===== src/rtl/tadc_pkg.sv =====
package tadc_pkg;

  // Default samples averaged into one reading
  localparam int SamplesDefault = 10;

  // Field and state widths
  localparam int SampleWidth = 10;
  localparam int SumWidth    = 14;
  localparam int CountWidth  = 4;
  localparam int TempWidth   = 6;
  localparam int ResWidth    = 23;
  localparam int MeanWidth   = 10;
  localparam int MvWidth     = 12;
  localparam int ProdWidth   = 22;

  // Divider sizing
  localparam int DivWidth      = 25;
  localparam int DivisorWidth  = 14;
  localparam int DivCountWidth = 5;

  // Conversion constants
  localparam int VrefMv   = 3300;
  localparam int AdcShift = 10;
  localparam int RFixed   = 10000;
  localparam int SegScale = 10;

  // Piecewise-linear segments: open interval (lo, hi), slope in tenths, base
  localparam int SegCount     = 6;
  localparam int SegWidth     = 16;
  localparam int SegIdxWidth  = 3;
  localparam int SegQuotWidth = 4;
  localparam logic [SegWidth-1:0] SegLo [SegCount] =
    '{16'd20310, 16'd12570, 16'd8034, 16'd5298, 16'd3586, 16'd2484};
  localparam logic [SegWidth-1:0] SegHi [SegCount] =
    '{16'd33970, 16'd20310, 16'd12570, 16'd8034, 16'd5298, 16'd3586};
  localparam logic [DivisorWidth-1:0] SegK [SegCount] =
    '{14'd13660, 14'd7740, 14'd4537, 14'd2737, 14'd1717, 14'd1102};
  localparam logic [TempWidth-1:0] SegBase [SegCount] =
    '{6'd0, 6'd10, 6'd20, 6'd30, 6'd40, 6'd50};

  // Reading queue sizing
  localparam int QueueDepth      = 2;
  localparam int QueuePtrWidth   = 1;
  localparam int QueueCountWidth = 2;

  typedef struct packed {
    logic                valid;
    logic [SumWidth-1:0] sum;
  } reading_t;

  typedef struct packed {
    logic                    start;
    logic [DivWidth-1:0]     dividend;
    logic [DivisorWidth-1:0] divisor;
  } div_req_t;

  typedef struct packed {
    logic                done;
    logic [DivWidth-1:0] quotient;
  } div_rsp_t;

endpackage


===== src/rtl/tadc_front.sv =====
module tadc_front #(
  parameter int SAMPLES_PER_READING = tadc_pkg::SamplesDefault
) (
  input  logic                             clk,
  input  logic                             rst,
  input  logic                             accept,
  input  logic [tadc_pkg::SampleWidth-1:0] sample,
  output tadc_pkg::reading_t               push
);
  import tadc_pkg::*;

  logic [SumWidth-1:0]   sample_sum;
  logic [CountWidth-1:0] sample_count;
  logic [SumWidth-1:0]   sum_next;
  logic                  last;

  // Add the new item to the running sum
  assign sum_next = sample_sum + SumWidth'(sample);
  assign last     = (sample_count == CountWidth'(SAMPLES_PER_READING - 1));

  // Hand a completed reading to the queue
  assign push.valid = accept && last;
  assign push.sum   = sum_next;

  // Hold the running sum and count
  always_ff @(posedge clk) begin
    if (rst) begin
      sample_sum   <= '0;
      sample_count <= '0;
    end else if (accept) begin
      if (last) begin
        sample_sum   <= '0;
        sample_count <= '0;
      end else begin
        sample_sum   <= sum_next;
        sample_count <= sample_count + CountWidth'(1);
      end
    end
  end

endmodule


===== src/rtl/tadc_queue.sv =====
module tadc_queue (
  input  logic                       clk,
  input  logic                       rst,
  input  tadc_pkg::reading_t         push,
  input  logic                       pop,
  output tadc_pkg::reading_t         head,
  output logic                       full
);
  import tadc_pkg::*;

  logic [SumWidth-1:0]        entries [QueueDepth];
  logic [QueuePtrWidth-1:0]   wr_ptr;
  logic [QueuePtrWidth-1:0]   rd_ptr;
  logic [QueueCountWidth-1:0] fill;
  logic                       do_pop;

  assign full       = (fill == QueueCountWidth'(QueueDepth));
  assign head.valid = (fill != '0);
  assign head.sum   = entries[rd_ptr];
  assign do_pop     = pop && head.valid;

  // Write the incoming reading
  always_ff @(posedge clk) begin
    if (push.valid) begin
      entries[wr_ptr] <= push.sum;
    end
  end

  // Advance pointers and fill level
  always_ff @(posedge clk) begin
    if (rst) begin
      wr_ptr <= '0;
      rd_ptr <= '0;
      fill   <= '0;
    end else begin
      if (push.valid) begin
        wr_ptr <= wr_ptr + QueuePtrWidth'(1);
      end
      if (do_pop) begin
        rd_ptr <= rd_ptr + QueuePtrWidth'(1);
      end
      if (push.valid && !do_pop) begin
        fill <= fill + QueueCountWidth'(1);
      end else if (do_pop && !push.valid) begin
        fill <= fill - QueueCountWidth'(1);
      end
    end
  end

endmodule


===== src/rtl/tadc_divider.sv =====
module tadc_divider (
  input  logic               clk,
  input  logic               rst,
  input  tadc_pkg::div_req_t req,
  output tadc_pkg::div_rsp_t rsp
);
  import tadc_pkg::*;

  logic                     running;
  logic                     done;
  logic [DivCountWidth-1:0] step;
  logic [DivisorWidth:0]    rem;
  logic [DivWidth-1:0]      quo;
  logic [DivisorWidth-1:0]  dvsr;
  logic [DivisorWidth:0]    shifted;
  logic                     ge;

  // Bring down one dividend bit and trial-subtract
  assign shifted = {rem[DivisorWidth-1:0], quo[DivWidth-1]};
  assign ge      = (shifted >= {1'b0, dvsr});

  assign rsp.done     = done;
  assign rsp.quotient = quo;

  // One quotient bit per cycle, restoring form
  always_ff @(posedge clk) begin
    if (rst) begin
      running <= 1'b0;
      done    <= 1'b0;
      step    <= '0;
    end else begin
      done <= 1'b0;
      if (req.start) begin
        running <= 1'b1;
        step    <= DivCountWidth'(DivWidth - 1);
        rem     <= '0;
        quo     <= req.dividend;
        dvsr    <= req.divisor;
      end else if (running) begin
        rem  <= ge ? (shifted - {1'b0, dvsr}) : shifted;
        quo  <= {quo[DivWidth-2:0], ge};
        step <= step - DivCountWidth'(1);
        if (step == '0) begin
          running <= 1'b0;
          done    <= 1'b1;
        end
      end
    end
  end

endmodule


===== src/rtl/tadc_back.sv =====
module tadc_back #(
  parameter int SAMPLES_PER_READING = tadc_pkg::SamplesDefault
) (
  input  logic                           clk,
  input  logic                           rst,
  input  tadc_pkg::reading_t             head,
  output logic                           pop,
  output logic                           done,
  output logic [tadc_pkg::TempWidth-1:0] temperature,
  output logic                           out_of_range,
  output logic [tadc_pkg::ResWidth-1:0]  resistance
);
  import tadc_pkg::*;

  typedef enum logic [2:0] {
    S_IDLE, S_MV, S_SCALE, S_RES, S_SEG, S_TEMP
  } state_t;

  // Reciprocal for the mean, exact for every sum of SumWidth bits
  localparam int MeanShift     = SumWidth + $clog2(SAMPLES_PER_READING);
  localparam int MeanRecip     =
    ((1 << MeanShift) + SAMPLES_PER_READING - 1) / SAMPLES_PER_READING;
  localparam int RecipWidth    = SumWidth + 2;
  localparam int MeanProdWidth = SumWidth + RecipWidth;

  state_t                   state;
  div_req_t                 req;
  div_rsp_t                 rsp;
  logic [MeanProdWidth-1:0] mean_prod;
  logic [MeanWidth-1:0]     mean;
  logic [MvWidth-1:0]       mv;
  logic [ResWidth-1:0]      res_r;
  logic [TempWidth-1:0]     base_r;
  logic [TempWidth-1:0]     held_temperature;
  logic                     seg_hit;
  logic [ResWidth-1:0]      seg_dividend;
  logic [SegIdxWidth-1:0]   seg_idx;
  logic [TempWidth-1:0]     seg_base;
  logic [ResWidth-1:0]      seg_num_r;
  logic [SegIdxWidth-1:0]   seg_idx_r;
  logic [SegQuotWidth-1:0]  seg_quot;
  logic [TempWidth-1:0]     temp_new;

  tadc_divider u_div (
    .clk (clk),
    .rst (rst),
    .req (req),
    .rsp (rsp)
  );

  assign pop       = (state == S_IDLE) && head.valid;
  assign mean_prod = MeanProdWidth'(head.sum) * MeanProdWidth'(MeanRecip);
  assign temp_new  = TempWidth'(seg_quot) + base_r;

  // Match the resistance against every open segment
  always_comb begin
    seg_hit      = 1'b0;
    seg_dividend = '0;
    seg_idx      = '0;
    seg_base     = '0;
    for (int i = SegCount - 1; i >= 0; i--) begin
      if (res_r > ResWidth'(SegLo[i]) && res_r < ResWidth'(SegHi[i])) begin
        seg_hit      = 1'b1;
        seg_dividend = (ResWidth'(SegHi[i]) - res_r) * ResWidth'(SegScale);
        seg_idx      = SegIdxWidth'(i);
        seg_base     = SegBase[i];
      end
    end
  end

  // Divide by the slope: the numerator stays below ten slopes, so compare
  // against each multiple and keep the largest one reached
  always_comb begin
    seg_quot = '0;
    for (int i = 0; i < SegCount; i++) begin
      for (int j = 1; j < SegScale; j++) begin
        if (seg_idx_r == SegIdxWidth'(i) &&
            seg_num_r >= ResWidth'(SegK[i]) * ResWidth'(j)) begin
          seg_quot = SegQuotWidth'(j);
        end
      end
    end
  end

  // Sequence mean, millivolts, resistance, segment match and the result
  always_ff @(posedge clk) begin
    if (rst) begin
      state            <= S_IDLE;
      req              <= '0;
      done             <= 1'b0;
      held_temperature <= '0;
    end else begin
      req.start <= 1'b0;
      done      <= 1'b0;
      case (state)
        S_IDLE: begin
          if (head.valid) begin
            mean  <= MeanWidth'(mean_prod >> MeanShift);
            state <= S_MV;
          end
        end
        S_MV: begin
          mv    <= MvWidth'((ProdWidth'(mean) * ProdWidth'(VrefMv)) >> AdcShift);
          state <= S_SCALE;
        end
        S_SCALE: begin
          req.start    <= 1'b1;
          req.dividend <= DivWidth'(mv) * DivWidth'(RFixed);
          req.divisor  <= DivisorWidth'(MvWidth'(VrefMv) - mv);
          state        <= S_RES;
        end
        S_RES: begin
          if (rsp.done) begin
            res_r <= rsp.quotient[ResWidth-1:0];
            state <= S_SEG;
          end
        end
        S_SEG: begin
          if (seg_hit) begin
            seg_num_r <= seg_dividend;
            seg_idx_r <= seg_idx;
            base_r    <= seg_base;
            state     <= S_TEMP;
          end else begin
            // Repeat the held value and flag it
            done         <= 1'b1;
            temperature  <= held_temperature;
            out_of_range <= 1'b1;
            resistance   <= res_r;
            state        <= S_IDLE;
          end
        end
        S_TEMP: begin
          done             <= 1'b1;
          temperature      <= temp_new;
          out_of_range     <= 1'b0;
          resistance       <= res_r;
          held_temperature <= temp_new;
          state            <= S_IDLE;
        end
        default: begin
          state <= S_IDLE;
        end
      endcase
    end
  end

endmodule


===== src/rtl/thermistor_adc_to_temperature.sv =====
// Thermistor ADC to temperature. Each 10-bit sample is taken at the edge where
// start is high and busy is low, one sample per cycle at most; every
// SAMPLES_PER_READING samples form one reading and give one result. The
// result (temperature, out_of_range, resistance) is shown for exactly one
// cycle with done high and cannot be held off, so it must be captured then.
// A reading passes through a reciprocal multiply for the mean, a multiply for
// millivolts, the start and load of the bit-serial divider, its 25 steps for
// the resistance, then the segment match and, when a segment matches, a
// one-digit slope quotient by constant compares. The back end takes a new
// reading only after it has given the result of the last one. Two completed
// readings can wait in a queue; busy is high while it is full. A resistance
// on a segment boundary or outside all segments repeats the last in-range
// temperature with out_of_range set.
module thermistor_adc_to_temperature #(
  parameter int SAMPLES_PER_READING = tadc_pkg::SamplesDefault
) (
  input  logic                             clk,
  input  logic                             rst,
  input  logic                             start,
  input  logic [tadc_pkg::SampleWidth-1:0] sample,
  output logic                             busy,
  output logic                             done,
  output logic [tadc_pkg::TempWidth-1:0]   temperature,
  output logic                             out_of_range,
  output logic [tadc_pkg::ResWidth-1:0]    resistance
);
  import tadc_pkg::*;

  reading_t push;
  reading_t head;
  logic     pop;
  logic     q_full;

  assign busy = q_full;

  tadc_front #(
    .SAMPLES_PER_READING (SAMPLES_PER_READING)
  ) u_front (
    .clk    (clk),
    .rst    (rst),
    .accept (start && !busy),
    .sample (sample),
    .push   (push)
  );

  tadc_queue u_queue (
    .clk  (clk),
    .rst  (rst),
    .push (push),
    .pop  (pop),
    .head (head),
    .full (q_full)
  );

  tadc_back #(
    .SAMPLES_PER_READING (SAMPLES_PER_READING)
  ) u_back (
    .clk          (clk),
    .rst          (rst),
    .head         (head),
    .pop          (pop),
    .done         (done),
    .temperature  (temperature),
    .out_of_range (out_of_range),
    .resistance   (resistance)
  );

  // Check: no reading is pushed into a full queue
  assert property (@(posedge clk) disable iff (rst) push.valid |-> !q_full)
    else $error("reading pushed into full queue");

  // Check: resistance stays within the divider's reachable range
  assert property (@(posedge clk) disable iff (rst) done |-> resistance <= 23'd8240000)
    else $error("resistance out of range");

  // Check: an in-range result lies within the segment span
  assert property (@(posedge clk) disable iff (rst)
    (done && !out_of_range) |-> (temperature <= 6'd60 && resistance > 23'd2484))
    else $error("in-range result outside segment span");

endmodule


===== config.mk =====
export PLATFORM = sky130hd
export DESIGN_NAME = thermistor_adc_to_temperature
export DESIGN_NICKNAME = d
export VERILOG_FILES = /design/src/rtl/tadc_pkg.sv /design/src/rtl/tadc_front.sv /design/src/rtl/tadc_queue.sv /design/src/rtl/tadc_divider.sv /design/src/rtl/tadc_back.sv /design/src/rtl/thermistor_adc_to_temperature.sv
export SDC_FILE = /design/constraint.sdc
export NUM_CORES = 1
export LEC_CHECK = 0
export ABC_AREA = 1
export BUFFER_PORTS_ARGS = -buffer_cell sky130_fd_sc_hd__buf_2
export CAP_MARGIN = 20
export CORE_MARGIN = 1
export CORE_UTILIZATION = 65
export CTS_BUF_LIST = sky130_fd_sc_hd__clkbuf_4
export CTS_CLUSTER_DIAMETER = 80
export DETAILED_ROUTE_END_ITERATION = 16
export PLACE_DENSITY = 0.82
export SLEW_MARGIN = 20
export SYNTH_ARGS = -nofsm -noshare
export SYNTH_HDL_FRONTEND = slang
export SYNTH_HIERARCHICAL = 1
export SYNTH_SLANG_ARGS = --single-unit
export TNS_END_PERCENT = 1

===== constraint.sdc =====
create_clock -name clk -period 7.6 [get_ports clk]
set_clock_uncertainty 0.15 [all_clocks]
set_input_delay 1.52 -clock clk [delete_from_list [all_inputs] [get_ports clk]]
set_output_delay 1.52 -clock clk [all_outputs]
set_load 0.05 [all_outputs]

-- Word level (Yosys, flattened, before mapping)
Memories as Yosys holds them, arrays and structs flattened. A register that Yosys moved wholly into a read port is not among the register bits.
Index checks and enable logic that the tools add are counted.
- add/subtract/negate cells: 16
- multipliers: 9
- $lt $le $gt $ge: 67
- equal/unequal tests: 15
- mux-type cells: 107
- bitwise operators: 2
- reductions and logical operators: 89
- operator list (operator ; count):
    23-bit by 14-bit >= comparator with 1-bit output, second input constant ; 14
    23-bit by 15-bit >= comparator with 1-bit output, second input constant ; 11
    23-bit by 13-bit >= comparator with 1-bit output, second input constant ; 9
    4-bit 2-to-1 mux ; 49
    23-bit by 16-bit >= comparator with 1-bit output, second input constant ; 8
    23-bit 2-to-1 mux ; 7
    23-bit by 17-bit >= comparator with 1-bit output, second input constant ; 6
    23-bit by 3-bit multiplier with 22-bit output, second input constant ; 6
    23-bit by 12-bit >= comparator with 1-bit output, second input constant ; 4
    1-bit logical AND ; 66
    25-bit 2-to-1 mux ; 2
    23-bit by 11-bit >= comparator with 1-bit output, second input constant ; 2
    23-bit by 12-bit > comparator with 1-bit output, second input constant ; 2
    23-bit by 13-bit > comparator with 1-bit output, second input constant ; 2
    23-bit by 13-bit less-than comparator with 1-bit output, second input constant ; 2
    23-bit one-hot mux with 2 select lines ; 1
    13-bit by 23-bit subtractor with 23-bit output, first input constant ; 2
    14-bit 2-to-1 mux ; 3
    40-bit 2-to-1 mux ; 1
    14-bit by 15-bit multiplier with 28-bit output, second input constant ; 1
    3-bit 2-to-1 mux ; 9
    23-bit by 14-bit > comparator with 1-bit output, second input constant ; 1
    23-bit by 15-bit > comparator with 1-bit output, second input constant ; 1
    23-bit by 12-bit less-than comparator with 1-bit output, second input constant ; 1
    other kinds (44) ; 95
- register bits after elaboration: 235
- memory bits (writable): 28
- input bits: 13
- output and inout port bits: 32
- logic and storage cells: 340
- memories: 1
- memory list (name ; words ; bits a word ; rd ports ; clocked after memory_dff ; wr ports ; line ; source):
    u_queue.entries ; 2 ; 14 ; 1 ; 1 ; 1 ; tadc_queue.sv:11 ; logic [SumWidth-1:0] entries [QueueDepth];

-- Logic depth before layout (Yosys ltp)
Gate-level depths: netlist (run 1).
- depth in word-level cells: 58
- mapped depth: 58
- mapped depth without buffers: 57

-- Hierarchy
Netlist (run 1), hierarchy kept.
- modules (own cells, without submodules) (module ; instances ; cells each ; area an instance (um^2) ; seq. area each (um^2)):
    tadc_back ; 1 ; 2828 ; 21959.8 ; 3943.8
    tadc_divider ; 1 ; 427 ; 3475.8 ; 1731.7
    tadc_front ; 1 ; 220 ; 1437.6 ; 360.3
    tadc_queue ; 1 ; 78 ; 1241.2 ; 940.9
    thermistor_adc_to_temperature ; 1 ; 2 ; 10.0 ; 0.0

-- Least setup slack after synthesis (run 1)
OpenSTA, ideal clock, no wires.
- path type: register to register
- start point: register (tool-made name)
- end point: register u_back.mean[8] (data pin)
- library setup time: 0.260 ns
- arrival time: 6.551 ns
- slack: 0.639 ns
- stages on the path, launching flop included: 32
- path through: dfxtp_1 -> buf_6 -> mux2_2 -> fa_1 -> inv_1 -> fa_1 -> fa_1 -> inv_1 -> fa_1 -> fa_1 -> fa_1 -> ha_1 -> nand4_1 -> o221ai_1 -> a21oi_1 -> o21ai_0 -> a21oi_1 -> inv_1 -> a21oi_1 -> inv_1 -> a21oi_1 -> inv_1 -> a21oi_1 -> inv_1 -> a21oi_1 -> inv_1 -> a21oi_1 -> inv_1 -> a21oi_1 -> nor2_1 -> nor2_1 -> xor2_1
- RTL lines (element ; line ; source):
    end signal, assigned ; tadc_back.sv:98 ; mean <= MeanWidth'(mean_prod >> MeanShift);
    end, declared ; tadc_back.sv:30 ; logic [MeanWidth-1:0] mean;

==> results.txt, run 1 <==
Hold Path Class: register to register
initial antenna violation count: 2
WHS Path Cells: 0
Max FO, Critical Path: 11
WHS Endpoint: u_back/u_div/dvsr[2]
overall power: 4.57 mW
Synth Instances: 3,555
kind of critical path: register to register
IO Port Bufs: 44
vias in the first global route: 23,600
Unique masters post-synth: 67
FILL cells: 3,424
worst slew pin tran: 1060 ps
min-delay src: u_back/req[2]
via/cell ratio: 5.61
Initial Util: 0.665
flop-to-flop setup slack: 480 ps
critical path's slowest cell: fa_1
period utilisation layout: 0.937
DR vias: 24,000
Setup-failing EPs final: 0
largest area contributor in the netlist: ha_1
slowest stage delay, CP: 570 ps
DR DRC count: 0
Ys Warns: 6
FF+latch count, synth: 257
largest net degree at the start of global routing: 50
total CTS buffers: 71
first-pass GRT wire length: 117,000 µm
wire per inst: 16.9 µm
GRT overflow: 0
Pre-antenna DRT Iters: 6
clock slew at reported path FFs: 70 ps
Util after Layout: 0.708
Max Fclk: 140 MHz
Min Hold Slack: 277 ps
setup TNS: 0 ps
Pleak: 15.2 nW
register area share after synthesis: 0.248
Max IR drop VDD: 0.313 mV
CTS tree: done
pre-CTS setup slack: 186 ps
MaxCap Viol Count: 0
placed wire-length estimate: 58,200 µm
area share of the largest cell type after synthesis: 0.203
min cycle time layout: 7120 ps
fraction of layout cells with a size suffix above 1: 0.0924
Slew Limit Fails: 0
run status: finished, final reports clean
Skew-Pair Late Insertion Delay: 800 ps
final hold violations: 0
num rows: 75
clk sinks: 257
final setup margin: 481 ps
Starting DRT DRC Count: 1,647
Post-synth EDFFs: 183
RePlAce Congestion: 1.07
DRT antenna net count: 0
CP required: 7990 ps
routed wire length: 72,400 µm
die width: 210 µm
core footprint: 42,300 µm²
Die Area: 44,100 µm²
Power Dens Cells: 152 nW/µm²
largest cells by area after synthesis: ha_1, edfxtp_1, inv_1
H-tree depth: 3
startpoint types: register
CTS root buf: clkbuf_4
Most common cell on crit path: inv_1
Worst Setup End Kind: register
length in cells of the worst reg-to-reg path: 29
reg-to-reg endpoint: u_back/mean[8]
I/O pin total: 45
fraction of registers with async set/reset: 0
Worst Path Arrival: 7510 ps
area grow syn2layout: 6.61%
Max-slew headroom: 0.286
top_reg_cell synth: edfxtp_1
Tot GR Track Use: 0.335
post-synthesis cell area: 28,100 µm²
Die Ht: 210 µm
average size of a mapped cell: 7.91 µm²
Max Root-Sink Buffers: 3
nets: 4,214
==> through the flow <==
stage	std cells	instance area (µm²)
3_3_place_gp	4134	29000
3_5_place_dp	4134	29000
6_report	4274	30000
2_1_floorplan	3558	28100
4_1_cts	4266	29900
5_1_grt	4274	30000
==> worst max path at each step <==
| stage | slack, ps | endpoint | depth (start not counted) | start |
|---|---|---|---|---|
| final | 480 | u_back/mean[8] | 29 | register |
| after global routing | -30 | u_back/mean[8] | 29 | register |
| after CTS | 170 | u_back/mean[8] | 29 | register |
| after detailed placement | 190 | u_back/mean[8] | 29 | register |
| after global placement | 320 | u_back/mean[8] | 29 | register |
| after floorplan | 640 | u_back/mean[8] | 31 | register |
==> worst max-delay path: cells and delay by family (launching register included) <==
| kind | cells | cell delay, ps |
|---|---|---|
| xor gates and xnor gates | 1 | 70 |
| adders and majority gates | 7 | 3210 |
| muxes | 1 | 410 |
| AOI/OAI and AO/OA | 11 | 1880 |
| buffers and inverters | 7 | 610 |
| and+or+nand+nor | 2 | 170 |
| DFF | 1 | 370 |
==> metal layers <==
metal	track usage	wire (µm)	vias to the layer above
li1	-	-	11900
met1	0.413	30200	11100
met2	0.570	34200	809
met3	0.0566	4840	214
met4	0.160	3190	0
met5	0	0	-
==> cell usage in the layout, fill, tap and decap left out, drive strengths merged, types with 12 or more instances in the layout <==
cell type	Yosys	layout
inv	637	642
nand2	624	624
ha	456	456
nor2	365	365
a21oi	267	267
edfxtp	183	183
o21ai	181	181
xor2	143	143
clkbuf	53	113
fa	112	112
nand3	112	112
dfxtp	74	74
buf	16	71
xnor2	51	51
nor3	45	45
nand4	33	33
o211ai	22	22
clkinv	9	21
or2	19	19
o21bai	15	15
mux2	14	14
a31oi	13	13
and2	12	12
==> state kept, by name, indices dropped and copies added, names as in the netlist, 5 cells and up, named ones only <==
| signal | flops |
|---|---|
| u_back/req | 34 |
| u_back/resistance | 23 |
| u_back/seg_num_r | 22 |
| u_back/mean | 10 |
| u_back/res_r | 23 |
| u_back/u_div/dvsr | 14 |
| u_back/held_temperature | 6 |
| u_back/u_div/rem | 14 |
| u_queue/entries | 28 |
| u_back/mv | 12 |
| u_back/u_div/quo | 25 |
| u_front/sample_sum | 14 |
| u_back/temperature | 6 |
| u_back/u_div/step | 5 |
==> repair_timing <==
| action | CTS | global route |
|---|---|---|
| hold buffers | 0 | 0 |
| endpoints found under the setup margin | 0 | 3 |
| buffers inserted | 0 | 1 |
| hold endpoints to repair | 0 | 0 |
| resized for setup | 0 | 7 |
==> Yosys cell counts, types with 7 or more instances <==
cell type / instances
or2_2: 18
nand2_2: 24
buf_2: 8
o22ai_1: 10
clkinv_1: 7
o211ai_1: 22
xor2_1: 140
a31oi_1: 13
nor2_1: 342
dfxtp_1: 74
o221ai_1: 10
clkbuf_1: 53
nand4_1: 32
o21ai_0: 181
ha_1: 456
mux2_2: 14
o21bai_1: 15
o311ai_0: 7
fa_1: 112
inv_2: 24
a21oi_2: 10
and2_1: 12
edfxtp_1: 183
o2111ai_1: 8
xnor2_1: 50
nand2_1: 598
nand3_1: 107
a21oi_1: 255
nor3_1: 42
nor2_2: 18
inv_1: 613
o31ai_1: 10
==> power by group <==
group / internal [mW] / total, mW / switching (mW)
logic: 0.573 / 1.51 / 0.941
registers: 1.65 / 1.73 / 0.0769
clock network: 0.688 / 1.32 / 0.635
==> area by class of cell <==
class                           instances  area (µm²)  area share
Clock buffer                          113         848      0.0283
Sequential cell                       257        6980       0.233
Multi-Input combinational cell       2586       18500       0.616
Inverter                              646        2430      0.0810
Antenna cell                            5        12.5    0.000417
Timing Repair Buffer                   71         424      0.0141
Tap cell                              577         722      0.0241
Clock inverter                         19         113     0.00376
==> kinds of logic (layout without fill, tap and decap cells) <==
family,count (synthesis),count (layout),synth area share
XOR/XNOR,194,194,0.0615
multiplexers,14,14,0.00561
adder cells (fa/ha/maj),568,568,0.283
other,1,9,0.000133
AND/OR/NAND/NOR,1221,1221,0.185
flip-flops,257,257,0.248
buffers and inverters,715,849,0.0976
AO/OA/AOI/OAI,585,585,0.119
Power figures use the tool's default switching activity.
==> inputs of run 2 (changes only) <==
CORE_UTILIZATION = 60   (was 65)
PLACE_DENSITY = 0.77   (was 0.82)
==> run 2 against run 1 <==
Effect of this change:
- sequential power is essentially flat
- cell area grew 0.24%
- sequential share of layout area shrank 0.056 points
- combinational power is essentially flat
- clock power grew 3%
- cell count grew 0.58%
- hold slack lost 18 ps
- global-route usage shrank 2.2 points
- die area grew 8.3%
- register-to-register slack lost 70 ps
- largest cell class unchanged
==> results.txt, run 2 (synthesis results as in run 1) <==
run status: finished, final reports clean
placed wire-length estimate: 58,800 µm
highest routing layer actually used: met4
die width: 219 µm
overall power: 4.61 mW
reg-to-reg endpoint: u_back/mean[8]
Worst Setup End Kind: register
I/O pin total: 45
Post-Place Cell Area: 29,000 µm²
kind of critical path: register to register
nets: 4,218
min cycle time layout: 7190 ps
num rows: 78
Switching Share: 0.356
clk sinks: 257
critical path's slowest cell: fa_1
initial antenna violation count: 3
routed wire length: 73,200 µm
Hold Path Class: register to register
RePlAce Congestion: 1.02
Starting DRT DRC Count: 1,730
number of cells on the critical path: 30
Worst Path Arrival: 7560 ps
GRT overflow: 0
Pleak: 15.2 nW
CP required: 7970 ps
Net Switching: 1.64 mW
Max FO, Critical Path: 7
WL met2: 34,100 µm
startpoint types: register
Setup crit end: u_back/mean[8]
Die Ht: 219 µm
met3 WL post-DR: 4780 µm
CTS tree: done
H-tree depth: 3
area grow syn2layout: 6.86%
internal power: 2.97 mW
wire per inst: 17.0 µm
Clock power frac: 0.295
largest net degree at the start of global routing: 50
Max Root-Sink Buffers: 3
Die Area: 47,700 µm²
via/cell ratio: 5.56
combinational share of power: 0.328
Metal-1 WL: 31,700 µm
Max Fclk: 139 MHz
core footprint: 45,800 µm²
first-pass GRT wire length: 117,000 µm
MaxCap Viol Count: 0
Slew Limit Fails: 0
total CTS buffers: 73
slowest stage delay, CP: 580 ps
DR vias: 23,900
Most common cell on crit path: inv_1
clock slew at reported path FFs: 60 ps
CP bufs+invs: 8
DRT antenna net count: 0
flop-to-flop setup slack: 410 ps
Tot GR Track Use: 0.312
Power Dens Cells: 153 nW/µm²
Largest regs: u_back/req: 34 flops, u_queue/entries: 28 flops, u_back/u_div/quo: 25 flops
Flop pwr share: 0.376
commonest non-fill, non-tap cell in the layout: inv_1
fraction of layout cells with a size suffix above 1: 0.0915
IO Port Bufs: 44
period utilisation layout: 0.946
Max-slew headroom: 0.322
DR DRC count: 0
cell family with most CP delay: adder cells
Setup-failing EPs final: 0
vias in the first global route: 23,200
FILL cells: 4,053
Pre-antenna DRT Iters: 6
final hold violations: 0
Biggest register: u_back/req
Initial Util: 0.614
Max IR drop VDD: 0.267 mV
# hold bufs at CTS: 0
length in cells of the worst reg-to-reg path: 30
max FFs per register: 34
Skew-Pair Late Insertion Delay: 840 ps
CTS root buf: clkbuf_4
most frequent cells in the layout: inv_1, nand2_1, ha_1
worst slew pin tran: 1010 ps
Design Area, Final: 30,100 µm²
## run 2: changes by cell type in the layout (fill, tap and decap cells not counted), sizes merged
cell | before | now
buf | 71 | 73
bufinv | 0 | 2
clkbuf | 113 | 112
clkinv | 21 | 26
clkinvlp | 2 | 1
diode | 5 | 3
inv | 642 | 639
## run 2: metal layers
metal  track usage  vias up
met5             0        -
met4         0.125        0
met3        0.0500      172
met2         0.521      774
met1         0.402    11000
li1              -    11900
## run 2: worst min path at each step
stage                         startpoint               endpoint  slack [ps]  cells after the start
after global routing      u_back/req[10]  u_back/u_div/dvsr[10]         270                      0
final                     u_back/req[10]  u_back/u_div/dvsr[10]         260                      0
after CTS                 u_back/req[10]  u_back/u_div/dvsr[10]         250                      0
after global placement    u_back/req[10]  u_back/u_div/dvsr[10]         260                      0
after detailed placement   u_back/req[7]   u_back/u_div/dvsr[7]         260                      0
after floorplan           u_back/req[10]  u_back/u_div/dvsr[10]         250                      0
## run 2: power by group through the flow
stage	clock (mW)	sequential [mW]	combinational, mW
finish	1.36	1.73	1.51
global route	1.48	1.75	1.73
CTS	1.41	1.73	1.53
detailed placement	0	1.76	1.50
global placement	0	1.76	1.48
floorplan	0	1.80	1.12
## run 2: metrics by stage
| step | utilization | worst slack, ps | TNS (ps) | cells | hold WS, ps |
|---|---|---|---|---|---|
| detailed placement | 0.634 | 172 | 0 | 4161 | 263 |
| finish | 0.657 | 410 | 0 | 4299 | 259 |
| CTS | 0.656 | 110 | 0 | 4295 | 254 |
| global placement | 0.634 | 293 | 0 | 4160 | 258 |
| floorplan | - | 639 | 0 | 3558 | 253 |
| global route | 0.657 | -5.96 | -5.96 | 4299 | 269 |
## run 2: area by class of cell
class,instances,area (µm²),share of cell area
Antenna cell,3,7.51,0.000250
Clock buffer,112,841,0.0280
Sequential cell,257,6980,0.232
Tap cell,600,751,0.0250
Timing Repair Buffer,73,438,0.0146
Multi-Input combinational cell,2586,18500,0.614
Inverter,646,2430,0.0808
Clock inverter,22,153,0.00508
## run 2: timing repair
action	CTS	global route
hold endpoints to repair	0	0
endpoints found under the setup margin	0	3
gates resized for setup	0	5
setup buffers	0	1
